**config.mk**
```make
export PLATFORM = sky130hd
export DESIGN_NAME = swft_cell
export DESIGN_NICKNAME = d
export VERILOG_FILES = /design/src/rtl/core/swft_pkg.sv /design/src/rtl/core/swft_cell.sv
export SDC_FILE = /design/constraint.sdc
export NUM_CORES = 1
export LEC_CHECK = 0
export ABC_AREA = 1
export BUFFER_PORTS_ARGS = -buffer_cell sky130_fd_sc_hd__buf_2
export CORE_ASPECT_RATIO = 0.9
export CORE_UTILIZATION = 50
export CTS_BUF_LIST = sky130_fd_sc_hd__clkbuf_4
export CTS_CLUSTER_DIAMETER = 120
export DETAILED_ROUTE_END_ITERATION = 12
export GPL_TIMING_DRIVEN = 0
export PLACE_DENSITY = 0.94
export SETUP_SLACK_MARGIN = 0.4
export SLEW_MARGIN = 15
export SYNTH_ARGS = -nofsm -noshare
export SYNTH_HDL_FRONTEND = slang
export SYNTH_SLANG_ARGS = --single-unit
```
**constraint.sdc**
```tcl
create_clock -name clk -period 6.2 [get_ports clk]
set_input_delay 1.24 -clock clk [delete_from_list [all_inputs] [get_ports clk]]
set_output_delay 1.24 -clock clk [all_outputs]
set_load 0.01 [all_outputs]
```
**src/rtl/core/swft_pkg.sv**
```systemverilog
// shared types and constants for the frame time statistics block
// no dependencies
package swft_pkg;

    localparam int TW = 16;
    localparam int DEF_WINDOW_DEPTH = 128;
    localparam int DEF_MAX_BUCKETS  = 32;

    localparam logic [16:0] Q16_ONE = 17'd65536;
    localparam logic [16:0] PCT_RESET = 17'd64881;
    localparam logic [11:0] MULT_RESET = 12'd512;
    localparam logic [5:0]  BKT_RESET = 6'd16;

    // configuration register indexes
    localparam logic [1:0] CFG_PCT  = 2'd0;
    localparam logic [1:0] CFG_MULT = 2'd1;
    localparam logic [1:0] CFG_BKT  = 2'd2;

    // cell operations
    localparam logic [1:0] CELL_HOLD = 2'd0;
    localparam logic [1:0] CELL_DEL  = 2'd1;
    localparam logic [1:0] CELL_INS  = 2'd2;
    localparam logic [1:0] CELL_ROT  = 2'd3;

    localparam logic ACT_RECORD = 1'b0;
    localparam logic ACT_HIST   = 1'b1;
    localparam logic KIND_STATS = 1'b0;
    localparam logic KIND_HIST  = 1'b1;

    typedef struct packed {
        logic [1:0]    op;
        logic          del_en;
        logic [TW-1:0] x;
        logic [TW-1:0] y;
    } cell_ctl_t;

endpackage

```
**src/rtl/core/swft_cell.sv**
```systemverilog
// one cell of the window chain: an arrival-order slot and a sorted slot
// depends on swft_pkg
module swft_cell (
    input  logic                        clk,
    input  swft_pkg::cell_ctl_t         ctl,
    input  logic                        valid,
    input  logic [swft_pkg::TW-1:0]     up_s,
    input  logic                        up_le,
    input  logic [swft_pkg::TW-1:0]     dn_s,
    input  logic [swft_pkg::TW-1:0]     up_w,
    output logic [swft_pkg::TW-1:0]     s,
    output logic                        le,
    output logic [swft_pkg::TW-1:0]     w
);

    logic [swft_pkg::TW-1:0] s_reg;
    logic [swft_pkg::TW-1:0] s_next;
    logic [swft_pkg::TW-1:0] w_reg;
    logic [swft_pkg::TW-1:0] w_next;
    logic                    ge;

    assign le = valid && (s_reg <= ctl.x);
    assign ge = valid && (s_reg >= ctl.y);

    always_comb
    begin
        s_next = s_reg;
        w_next = w_reg;
        unique case (ctl.op)
            swft_pkg::CELL_HOLD:
            begin
                s_next = s_reg;
            end
            swft_pkg::CELL_DEL:
            begin
                w_next = up_w;
                // when full, every cell at or above the oldest takes dn_s, closing the gap
                if (ctl.del_en && ge)
                begin
                    s_next = dn_s;
                end
            end
            swft_pkg::CELL_INS:
            begin
                if (!le)
                begin
                    s_next = up_le ? ctl.x : up_s;
                end
            end
            swft_pkg::CELL_ROT:
            begin
                s_next = dn_s;
            end
        endcase
    end

    always_ff @(posedge clk)
    begin
        s_reg <= s_next;
        w_reg <= w_next;
    end

    assign s = s_reg;
    assign w = w_reg;

endmodule

```
==> After elaboration in Yosys (flattened, before gate mapping) <==
Index checks and enable logic that the tools add are counted.
{ "word_totals": {"regBits": 32, "latch_bits": 0, "ramBits": 0, "romBits": 0, "in_bits": 86, "output_inout_bits": 33, "mem_count": 0} }
{ "op_classes": {"addsub": 0, "multipliers": 0, "div_mod_pow": 0, "magnitude_cmp": 2, "n_eq_ne": 5, "shifts": 0, "muxes": 4, "bitwise_logic": 1, "n_reduce_logical": 5} }
{ "ops": {"columns": ["op", "n"], "rows": [
  ["16-bit 2-to-1 mux", 3],
  ["16-bit one-hot mux with 3 select lines", 1],
  ["16-bit >= comparator", 1],
  ["16-bit less-or-equal comparator", 1],
  ["2-bit equality test (second input constant)", 2],
  ["2-bit inequality test (second input constant)", 2],
  ["1-bit logical AND", 3],
  ["3-bit AND reduction", 1],
  ["2-bit by 1-bit equality test with 1-bit output (second input constant)", 1],
  ["2-bit zero test", 1],
  ["1-bit NOT", 1]
]} }

==> Longest topological paths before layout <==
{ "depth": {"word_depth": 5, "depth_mapped": 15} }

==> Worst setup path before layout <==
No wires, ideal clock.
{ "synth_timing": {"path_kind": "input to output", "from": "input port ctl[23] in the netlist's numbering", "to": "output port le", "t_arrival_ns": 2.168, "t_required_ns": 4.960, "setup_slack_ns": 2.792, "cell_stages": 8, "cell_sequence": "inv_1 ha_1 a21o_1 nor2_1 nand2_1 nand2_1 nand2_1 a21boi_1"} }
{ "synth_via": {"elab_chain_cells": 2} }
{ "synth_rtl": {"columns": ["item", "line_no", "rtl"], "rows": [
  ["start, declared", "swft_cell.sv:5", "input swft_pkg::cell_ctl_t ctl,"],
  ["16-bit less-or-equal comparator", "swft_cell.sv:22", "assign le = valid && (s_reg <= ctl.x);"],
  ["1-bit logical AND", "swft_cell.sv:22", null],
  ["end, declared", "swft_cell.sv:12", "output logic le,"]
]} }
No other way between the ends.

==> Worst setup path in the final report <==
{ "layout_timing": {"from": "input port ctl[21] in the netlist's numbering", "to": "output port le"} }
Same word-level chain as after synthesis.

==> summary.md <==
| Metric | Value |
|---|---|
| Status | `completed` |
| GRT overflow | `0` |
| Area of the mapped netlist | `2180 um2` |
| Die height | `64.7 um` |
| # IOs | `119` |
| Cell area power density | `188 nW/um2` |
| Max cap viols | `0` |
| DR pass1 iterations | `4` |
| Layout cells sized above 1 | `37.1%` |
| Post-CTS Resized | `0` |
| Starting Density | `52.9%` |
| Fillers | `339` |
| CTS buffer count | `5` |
| Syn nets | `370` |
| Final Max Tran Viols | `0` |
| Core Region | `4130 um2` |
| Largest net degree at the start of global routing | `17` |
| Period minus WS final | `3.68 ns` |
| Worst hold margin | `1.07 ns` |
| Initial antenna violation count | `0` |
| Commonest non-fill, non-tap cells in the layout | `122 x buf_2, 69 x nand2_1, 39 x inv_1` |
| Crit start category | `input pin` |
| Post-Syn Instances | `252` |
| Max-slew headroom | `50.7%` |
| Clk_skew | `0.0142 ns` |
| Final ANT Viol Nets | `0` |
| Port buffer count | `117` |
| WP data required | `4.96 ns` |
| Slew at the pin closest to its max-slew limit | `0.739 ns` |
| HP Class | `in2reg` |
| Period utilization | `59.4%` |
| Avg Inst Size Synth | `8.67 um2` |
| WL/cell | `12.7 um` |
| Die Area | `4640 um2` |
| Register bit total from synthesis | `32` |
| Hold buffer count at cts | `0` |
| Diode count | `0` |
| RSZ-0062 raised after global routing | `false` |
| CTS Sinks | `32` |
| Placer Congestion | `0.905` |
| Placed cells | `417` |
| Critical path class | `in2out` |
| F_max | `0.272 GHz` |
| Setup TNS Final | `0 ns` |
| Final hold vios | `0` |
| Final core utilization | `70.1%` |
| Worst Path Max Fanout | `2` |
| DRT iter0 DRCs | `136` |
| Die width | `71.7 um` |
| Clock buffer depth | `2` |
| DRC | `0` |
| Worst EP arrival | `2.44 ns` |
| Pleak | `1.56 nW` |
| Vias in the first global route | `2028` |
| FP Rows | `22` |
| Cell variety after synth | `22` |
| Synth Warn # | `0` |
| Fin cells | `425` |
| Final setup fails | `0` |
| Total number of vias | `2134` |
| Clk root buf | `clkbuf_4` |
| First-pass GRT wire length | `8.34 mm` |
| Final worst slack | `2.52 ns` |
| Setup slack at placement | `2.53 ns` |
| Post-Route WL | `5.42 mm` |
| Register clock-pin slew on the reported worst setup and hold paths | `0.11 ns` |
| Post-CTS Repair Setup Buffers | `0` |
| CTS tree | `yes` |
| Maximum vdd drop | `0.137 mV` |
| Sequential element share of the synthesized area | `44.0%` |
| Total track usage | `23.5%` |
| H-tree depth | `2` |
| Clk Latency, worst-skew pair | `0.33 ns` |
| Area delta synth->final | `32.5%` |
| Nets | `494` |
| Critical Path Sink Type | `output port` |
| Vias per std cell | `5.02` |
| Post-DP HPWL | `4.48 mm` |
| Most common library cell in the layout ignoring fill and taps | `buf_2` |
==> through the flow <==
step | area (um2) | power (mW)
after global routing | 2890 | 0.576
after detailed placement | 2830 | 0.426
final | 2890 | 0.543
after floorplan | 2180 | 0.359
after CTS | 2890 | 0.546
after global placement | 2830 | 0.418
==> cell usage after synthesis <==
library cell,count,share of area [%]
nand2_1,69,12
o21a_1,1,0.34
ha_1,32,18
edfxtp_1,32,44
nor2_1,26,4.5
nor2_4,1,0.52
clkinv_1,1,0.17
a31oi_1,16,4.6
inv_2,3,0.52
a21boi_1,1,0.34
a21oi_2,1,0.40
inv_1,39,6.7
buf_4,1,0.34
nand4_1,1,0.29
o21ai_0,3,0.69
nor4_2,1,0.57
a21o_1,1,0.34
nand2_2,1,0.29
a21oi_1,12,2.7
nor3_2,1,0.46
buf_2,5,1.1
nand3_1,4,0.92
==> worst paths after layout <==
| kind | start | endpoint | slack (ns) | depth (start not counted) |
|---|---|---|---|---|
| worst max-delay path | ctl[21] | le | 2.52 | 11 |
| worst min-delay path | up_w[1] | w[1]$_DFFE_PN_ | 1.07 | 1 |
| worst max register to register | s[15]$_DFFE_PP_ | s[0]$_DFFE_PP_ | 3.83 | 9 |
| worst min register to register | s[1]$_DFFE_PP_ | s[11]$_DFFE_PP_ | 1.53 | 8 |
==> critical path, stage by stage <==
cell and delay (ns):
buf_2 0.09, inv_1 0.04, ha_1 0.30, a21oi_1 0.15
nor2_1 0.06, nor2_1 0.10, nand2_1 0.06, nand2_1 0.05
nand2_1 0.08, a21boi_1 0.12, buf_2 0.14
==> per-layer routing <==
metal  global-route usage [%]  vias up  wire, um  share of wire, %
li1                         -     1083         -                 -
met2                     42.8      104      2670                49
met1                     27.5      939      2200                41
met4                     6.62        0        56               1.0
met3                     5.44        8       488               9.0
met5                        0        -         0                 0
==> power breakdown <==
group          switching [mW]  total [mW]  internal [mW]
clock network          0.0772       0.122         0.0446
registers              0.0105       0.270          0.259
logic                  0.0841       0.152         0.0675
==> logic make-up after synthesis <==
group	Yosys count	synth area share, %
simple gates	104	19.4
buf+inv	49	8.88
compound gates	35	9.45
fa+ha+maj	32	18.3
flops	32	44.0
==> final cells by class <==
class | instances | area, um2 | area share, %
timing repair buffer | 117 | 586 | 20.2
clock buffer | 5 | 37.5 | 1.30
inverter | 43 | 161 | 5.58
buffer | 6 | 32.5 | 1.12
multi-input combinational | 171 | 1030 | 35.7
clock inverter | 3 | 23.8 | 0.821
sequential | 32 | 961 | 33.2
tap | 48 | 60.1 | 2.08
(Power assumes the default switching activity.)
