[config.mk]
export PLATFORM = sky130hd
export DESIGN_NAME = swft_div
export DESIGN_NICKNAME = d
export VERILOG_FILES = /design/src/rtl/core/swft_div.sv
export SDC_FILE = /design/constraint.sdc
export NUM_CORES = 1
export LEC_CHECK = 0
export BUFFER_PORTS_ARGS = -buffer_cell sky130_fd_sc_hd__buf_2
export CORE_UTILIZATION = 40
export DETAILED_ROUTE_END_ITERATION = 8
export PLACE_DENSITY = 0.66
export SLEW_MARGIN = 20
export SYNTH_ARGS = -nofsm -noshare
export SYNTH_HDL_FRONTEND = slang
export SYNTH_SLANG_ARGS = --single-unit
[constraint.sdc]
create_clock -name clk -period 1.7 [get_ports clk]
set_clock_uncertainty 0.05 [all_clocks]
set_input_delay 0.085 -clock clk [delete_from_list [all_inputs] [get_ports clk]]
set_output_delay 0.085 -clock clk [all_outputs]
set_load 0.01 [all_outputs]
[src/rtl/core/swft_div.sv]
// restoring divider, one quotient bit per cycle
// depends on nothing
module swft_div #(
    parameter int NW = 24,
    parameter int DW = 8
) (
    input  logic          clk,
    input  logic          rst_n,
    input  logic          start,
    input  logic [NW-1:0] num,
    input  logic [DW-1:0] den,
    output logic          busy,
    output logic [NW-1:0] quo
);

    localparam int KW = $clog2(NW + 1);

    logic          busy_reg, busy_next;
    logic [KW-1:0] cnt_reg, cnt_next;
    logic [NW-1:0] dq_reg, dq_next;
    logic [DW-1:0] rem_reg, rem_next;
    logic [DW-1:0] den_reg, den_next;
    logic [DW:0]   trial;
    logic [DW:0]   diff;
    logic          fits;

    assign trial = {rem_reg, dq_reg[NW-1]};
    assign diff  = trial - {1'b0, den_reg};
    assign fits  = trial >= {1'b0, den_reg};

    always_comb
    begin
        busy_next = busy_reg;
        cnt_next  = cnt_reg;
        dq_next   = dq_reg;
        rem_next  = rem_reg;
        den_next  = den_reg;
        if (start)
        begin
            busy_next = 1'b1;
            cnt_next  = KW'(NW);
            dq_next   = num;
            rem_next  = '0;
            den_next  = den;
        end
        else if (busy_reg)
        begin
            // dividend bits leave at the top while quotient bits enter at the bottom
            dq_next  = {dq_reg[NW-2:0], fits};
            rem_next = fits ? diff[DW-1:0] : trial[DW-1:0];
            cnt_next = cnt_reg - KW'(1);
            if (cnt_reg == KW'(1))
            begin
                busy_next = 1'b0;
            end
        end
    end

    always_ff @(posedge clk or negedge rst_n)
    begin
        if (!rst_n)
        begin
            busy_reg <= 1'b0;
            cnt_reg  <= '0;
        end
        else
        begin
            busy_reg <= busy_next;
            cnt_reg  <= cnt_next;
        end
    end

    always_ff @(posedge clk)
    begin
        dq_reg  <= dq_next;
        rem_reg <= rem_next;
        den_reg <= den_next;
    end

    assign busy = busy_reg;
    assign quo  = dq_reg;

endmodule

Yosys cells after proc, flatten, opt, wreduce, memory -nomap -nowiden
Cells that the tools add are included.
- mux-type cells: 8
- reduce and logical (&&, ||, !) cells: 1
- equal/unequal tests: 1
- $add $sub $neg: 2
- magnitude comparators: 1
- operators with widths (operator ; number):
    24-bit two-way mux ; 2
    5-bit two-way mux ; 2
    9-bit by 8-bit greater-or-equal comparator with 1-bit output ; 1
    8-bit two-way mux ; 1
    8-bit subtractor ; 1
    5-bit by 1-bit == test with 1-bit output (second input constant) ; 1
    5-bit by 1-bit subtractor with 5-bit output (second input constant) ; 1
    1-bit two-way mux ; 3
    2-bit nonzero test ; 1
- register bits: 46

Longest topological paths before layout
- depth in word-level cells: 4
- gate-level depth with buffers: 8
- depth with buffers taken out: 8

Worst setup path after synthesis
Ideal clock, no wire load.
- path type: register to register
- start: register dq_reg[23] (netlist: quo[23])
- end: register rem_reg[6]
- arrival: 1843 ps
- library setup time: 84 ps
- path buffers: 0
- cell stages (with the launch flop): 9
- setup slack: -278 ps
- data required time: 1566 ps
- cells stage by stage: edfxtp_1 > inv_1 > ha_1 > fa_1 > nand2b_1 > a21oi_1 > or4b_1 > and4_1 > o31ai_2
- word-level cells in the longest chain between the ends: 2
- ends and longest elaborated chain (element ; RTL line ; source):
    start: declaration ; 20 ; logic [NW-1:0] dq_reg, dq_next;
    start signal: assignment ; 75 ; dq_reg <= dq_next;
    8-bit subtractor or 9-bit by 8-bit greater-or-equal comparator with 1-bit output (tied branches) ; 28, 29 ;
    8-bit two-way mux (*) ; 50 ; rem_next = fits ? diff[DW-1:0] : trial[DW-1:0];
    end signal: assignment ; 76 ; rem_reg <= rem_next;
    end: declaration ; 21 ; logic [DW-1:0] rem_reg, rem_next;
Mark *: on every way between the ends. The rest lies on a longest branch, timed or not.
A chain may end at the register's enable or synchronous reset.

Final worst setup path
- start: register den_reg[6]
- end: register rem_reg[0]
- word-level cells in the longest chain between the ends: 2
- ends and longest elaborated chain (element ; RTL line ; source):
    start: declaration ; 22 ; logic [DW-1:0] den_reg, den_next;
    start signal: assignment ; 77 ; den_reg <= den_next;
    9-bit by 8-bit greater-or-equal comparator with 1-bit output ; 29 ; assign fits = trial >= {1'b0, den_reg};
    8-bit two-way mux ; 50 ;
No other way between the ends.

==> flow_summary.ini <==
[status]
outcome = complete, but fails checks
violations = negative setup slack

[die]
die_area_um2 = 6060
io_pins = 60
fp.dieH_um = 77.9
core_area_um2 = 5540
rows = 27
die_x_um = 77.9
start_util_pct = 41.6

[pwr]
power_frac_clock_pct = 16.7
ir_drop_mv = 0.649
leakagePower_nw = 1.43
swShare_pct = 31.7
internal_power_mw = 2.66
power_mw = 3.89
combPwrFrac_pct = 44.0
p_switching_mw = 1.23
seq_power_share_pct = 39.3
cellPowerDensity_nw_per_um2 = 1180

[synthesis]
ys_ff_latch = 46
netlist_area_um2 = 2300
ys_seq_area_share_pct = 55.2
synth_nets = 225
ys_warn_count = 0
synthTopCellsByArea = edfxtp_1, mux2_2, dfxtp_1, dfrtp_1, ha_1
syn_inst = 179
synth_area_leader_cell = edfxtp_1
syn_avg_cell_area_um2 = 12.9
synth_top_area_share_pct = 41.7
synth.distinct_cells = 40

[sta]
slew_violations = 0
hold_viol = 0
setup_viol = 9
period_minus_slack_ns = 1.97
max_freq_ghz = 0.507
fin_hold_ws_ns = 0.0343
rsz0062_at_grt = yes
finalCritPeriodShare_pct = 116
layout_setup_ws_ns = -0.271
relSlewSlack_pct = 72.9
tightest_slew_ns = 0.406

[critical_path]
cpMaxStageDelayCell = edfxtp_1
cp-start-kind = flop
critPathKind = flop to flop
r2r_cells = 7
crit_fanout = 7
arrival_ns = 2.14
rr_startpoint = den_reg[6]$_DFFE_PP_
worstPathRequired_ns = 1.87
critPathTopFamily = compound AO/OA/AOI/OAI gates
cp.buffers_inverters = 1
crit_path_max_incr_delay_ns = 0.39
cp-startpoint = den_reg[6]$_DFFE_PP_
crit_cells = 7
end_kind = flop
critical_path.cell_chain = inv_2 > ha_4 > a21o_1 > a221oi_4 > o21ai_4 > mux2_4 > a211oi_2

[cells_and_area]
insertedDiodeCount = 0
drive_gt1_share_pct = 52.4
fin_nets = 333
area_delta_synth_final_pct = 42.6
largest_register_ffs = 24

[detailed_routing]
drtPass1Iterations = 4
ant_nets = 0
viasPerCell = 4.82
drt_iter0_drc = 46
wl_per_cell_um = 13.5
vias = 1735
drc_errors = 0
drt_wl_total_um = 4880

[clocking]
clockBufferDepth = 2
clk_latency_ns = 0.29
tritoncts = done
cts-htree-levels = 2
path_clk_slew_ns = 0.08
cts_root_buffer = clkbuf_8
numCtsBuffers = 5
cts_sinks = 46

[run]
max_cap_violations = 0

[place]
place.gp.congestion = 0.825
hpwl_um = 3570
portBuffers = 59

[global_routing]
antenna_found_initial = 0
grt_pass1_vias = 1821
grt_max_degree = 18
grt_pass1_wl_um = 8300
track_usage_pct = 17.8
overflow = 0

[hold_path]
hold_start = num[1]
hp-class = input pin to flop
worstHoldPathCells = 2
-- cells in the final DEF, fill, tap and decap left out, drive strengths merged, types with 2 or more instances in the layout --
cell,Yosys,routed
buf,1,98
edfxtp,32,32
mux2,25,25
nor2,14,14
inv,12,12
nand2,10,10
ha,10,10
dlygate4sd3,0,9
dfxtp,8,8
dfrtp,6,6
nand2b,6,6
clkbuf,5,6
xor2,5,5
o21ai,5,5
a211oi,5,5
a21o,4,4
mux2i,4,4
xnor2,4,4
a21oi,3,3
or4b,2,2
clkinv,0,2
nor2b,2,2
-- worst reg2reg max path, delay by kind of cell (launching register included) --
| family | cells | cell delay (ns) |
|---|---|---|
| AOI/OAI and AO/OA | 4 | 0.86 |
| adders and majority gates | 1 | 0.20 |
| buffers and inverters | 1 | 0.07 |
| muxes | 1 | 0.33 |
| DFF | 1 | 0.39 |
-- worst paths after layout --
check,endpoint,slack (ns)
max in group asynchronous,busy$_DFF_PN0_,1.35
min in group asynchronous,cnt_reg[2]$_DFFE_PN0P_,0.10
worst min-delay path,quo[1]$_DFFE_PP_,0.03
worst max register to register,rem_reg[0]$_SDFFE_PP0P_,-0.27
worst max-delay path,rem_reg[0]$_SDFFE_PP0P_,-0.27
worst min register to register,cnt_reg[4]$_DFFE_PN0P_,0.48
-- metrics by stage --
| stage | TNS [ns] | cell area (um^2) | setup WS [ns] | instances | utilization [%] |
|---|---|---|---|---|---|
| 6_report | -1.91 | 3280 | -0.271 | 360 | 59.3 |
| 5_1_grt | -2.59 | 3280 | -0.339 | 360 | 59.3 |
| 4_1_cts | -1.80 | 3270 | -0.255 | 358 | 58.9 |
| 3_5_place_dp | -1.98 | 3030 | -0.258 | 337 | 54.7 |
| 3_3_place_gp | -1.98 | 3030 | -0.255 | 337 | 54.7 |
| 2_1_floorplan | -4.23 | 2390 | -0.217 | 179 | - |
-- cells in the mapped netlist, drive strengths merged --
cell,count
a21o,4
buf,1
fa,1
xnor2,4
nor3,1
clkbuf,5
o221ai,1
xor2,5
dfxtp,8
o21ai,5
nor2b,2
mux2,25
or2,1
o32ai,1
or4b,2
mux2i,4
nand2,10
o2bb2a,1
a21oi,3
a22o,1
nor2,14
nor4b,1
a31oi,1
o31ai,1
a211oi,5
edfxtp,32
a221oi,1
inv,12
nand3,1
and2b,1
dfrtp,6
nand2b,6
and4,1
and3,1
ha,10
nand3b,1
-- per-layer routing --
metal,global-route usage [%],vias up,wire (um)
met2,28.8,45,2300
li1,-,864,-
met3,4.82,7,286
met1,23.0,819,2220
met4,6.23,0,67
met5,0,-,0
-- kinds of logic (layout without fill, tap and decap cells) --
kind of cell	count (synthesis)	in the layout	share of synthesized area, %
adder cells (fa/ha/maj)	11	11	6.30
AO/OA/AOI/OAI	24	24	8.15
multiplexers	29	29	14.1
AND/OR/NAND/NOR	42	42	9.51
buffers and inverters	18	127	3.26
flip-flops	46	46	55.2
XOR/XNOR	9	9	3.42
-- what timing repair did --
item | 4_1_cts | 5_1_grt
endpoints found under the setup margin | 9 | 9
gates resized for setup | 5 | 1
hold buffers | 9 | 0
pin swaps | 2 | 0
buffers inserted | 4 | 2
endpoints found under the hold margin | 14 | 0
-- power by group through the flow --
stage,combinational (mW),clock [mW],sequential (mW)
after global placement,1.51,0,1.55
after CTS,1.68,0.677,1.53
after detailed placement,1.53,0,1.55
final,1.71,0.649,1.53
after floorplan,0.902,0,1.58
after global routing,1.87,0.727,1.56
-- layout make-up --
cell class | count | area [um^2]
tap | 72 | 90.1
inverter | 12 | 45.0
clock inverter | 2 | 10.0
clock buffer | 6 | 72.6
sequential | 46 | 1270
fill | 487 | 2260
timing repair buffer | 107 | 719
multi-input combinational | 115 | 1070
(Power assumes the default switching activity.)
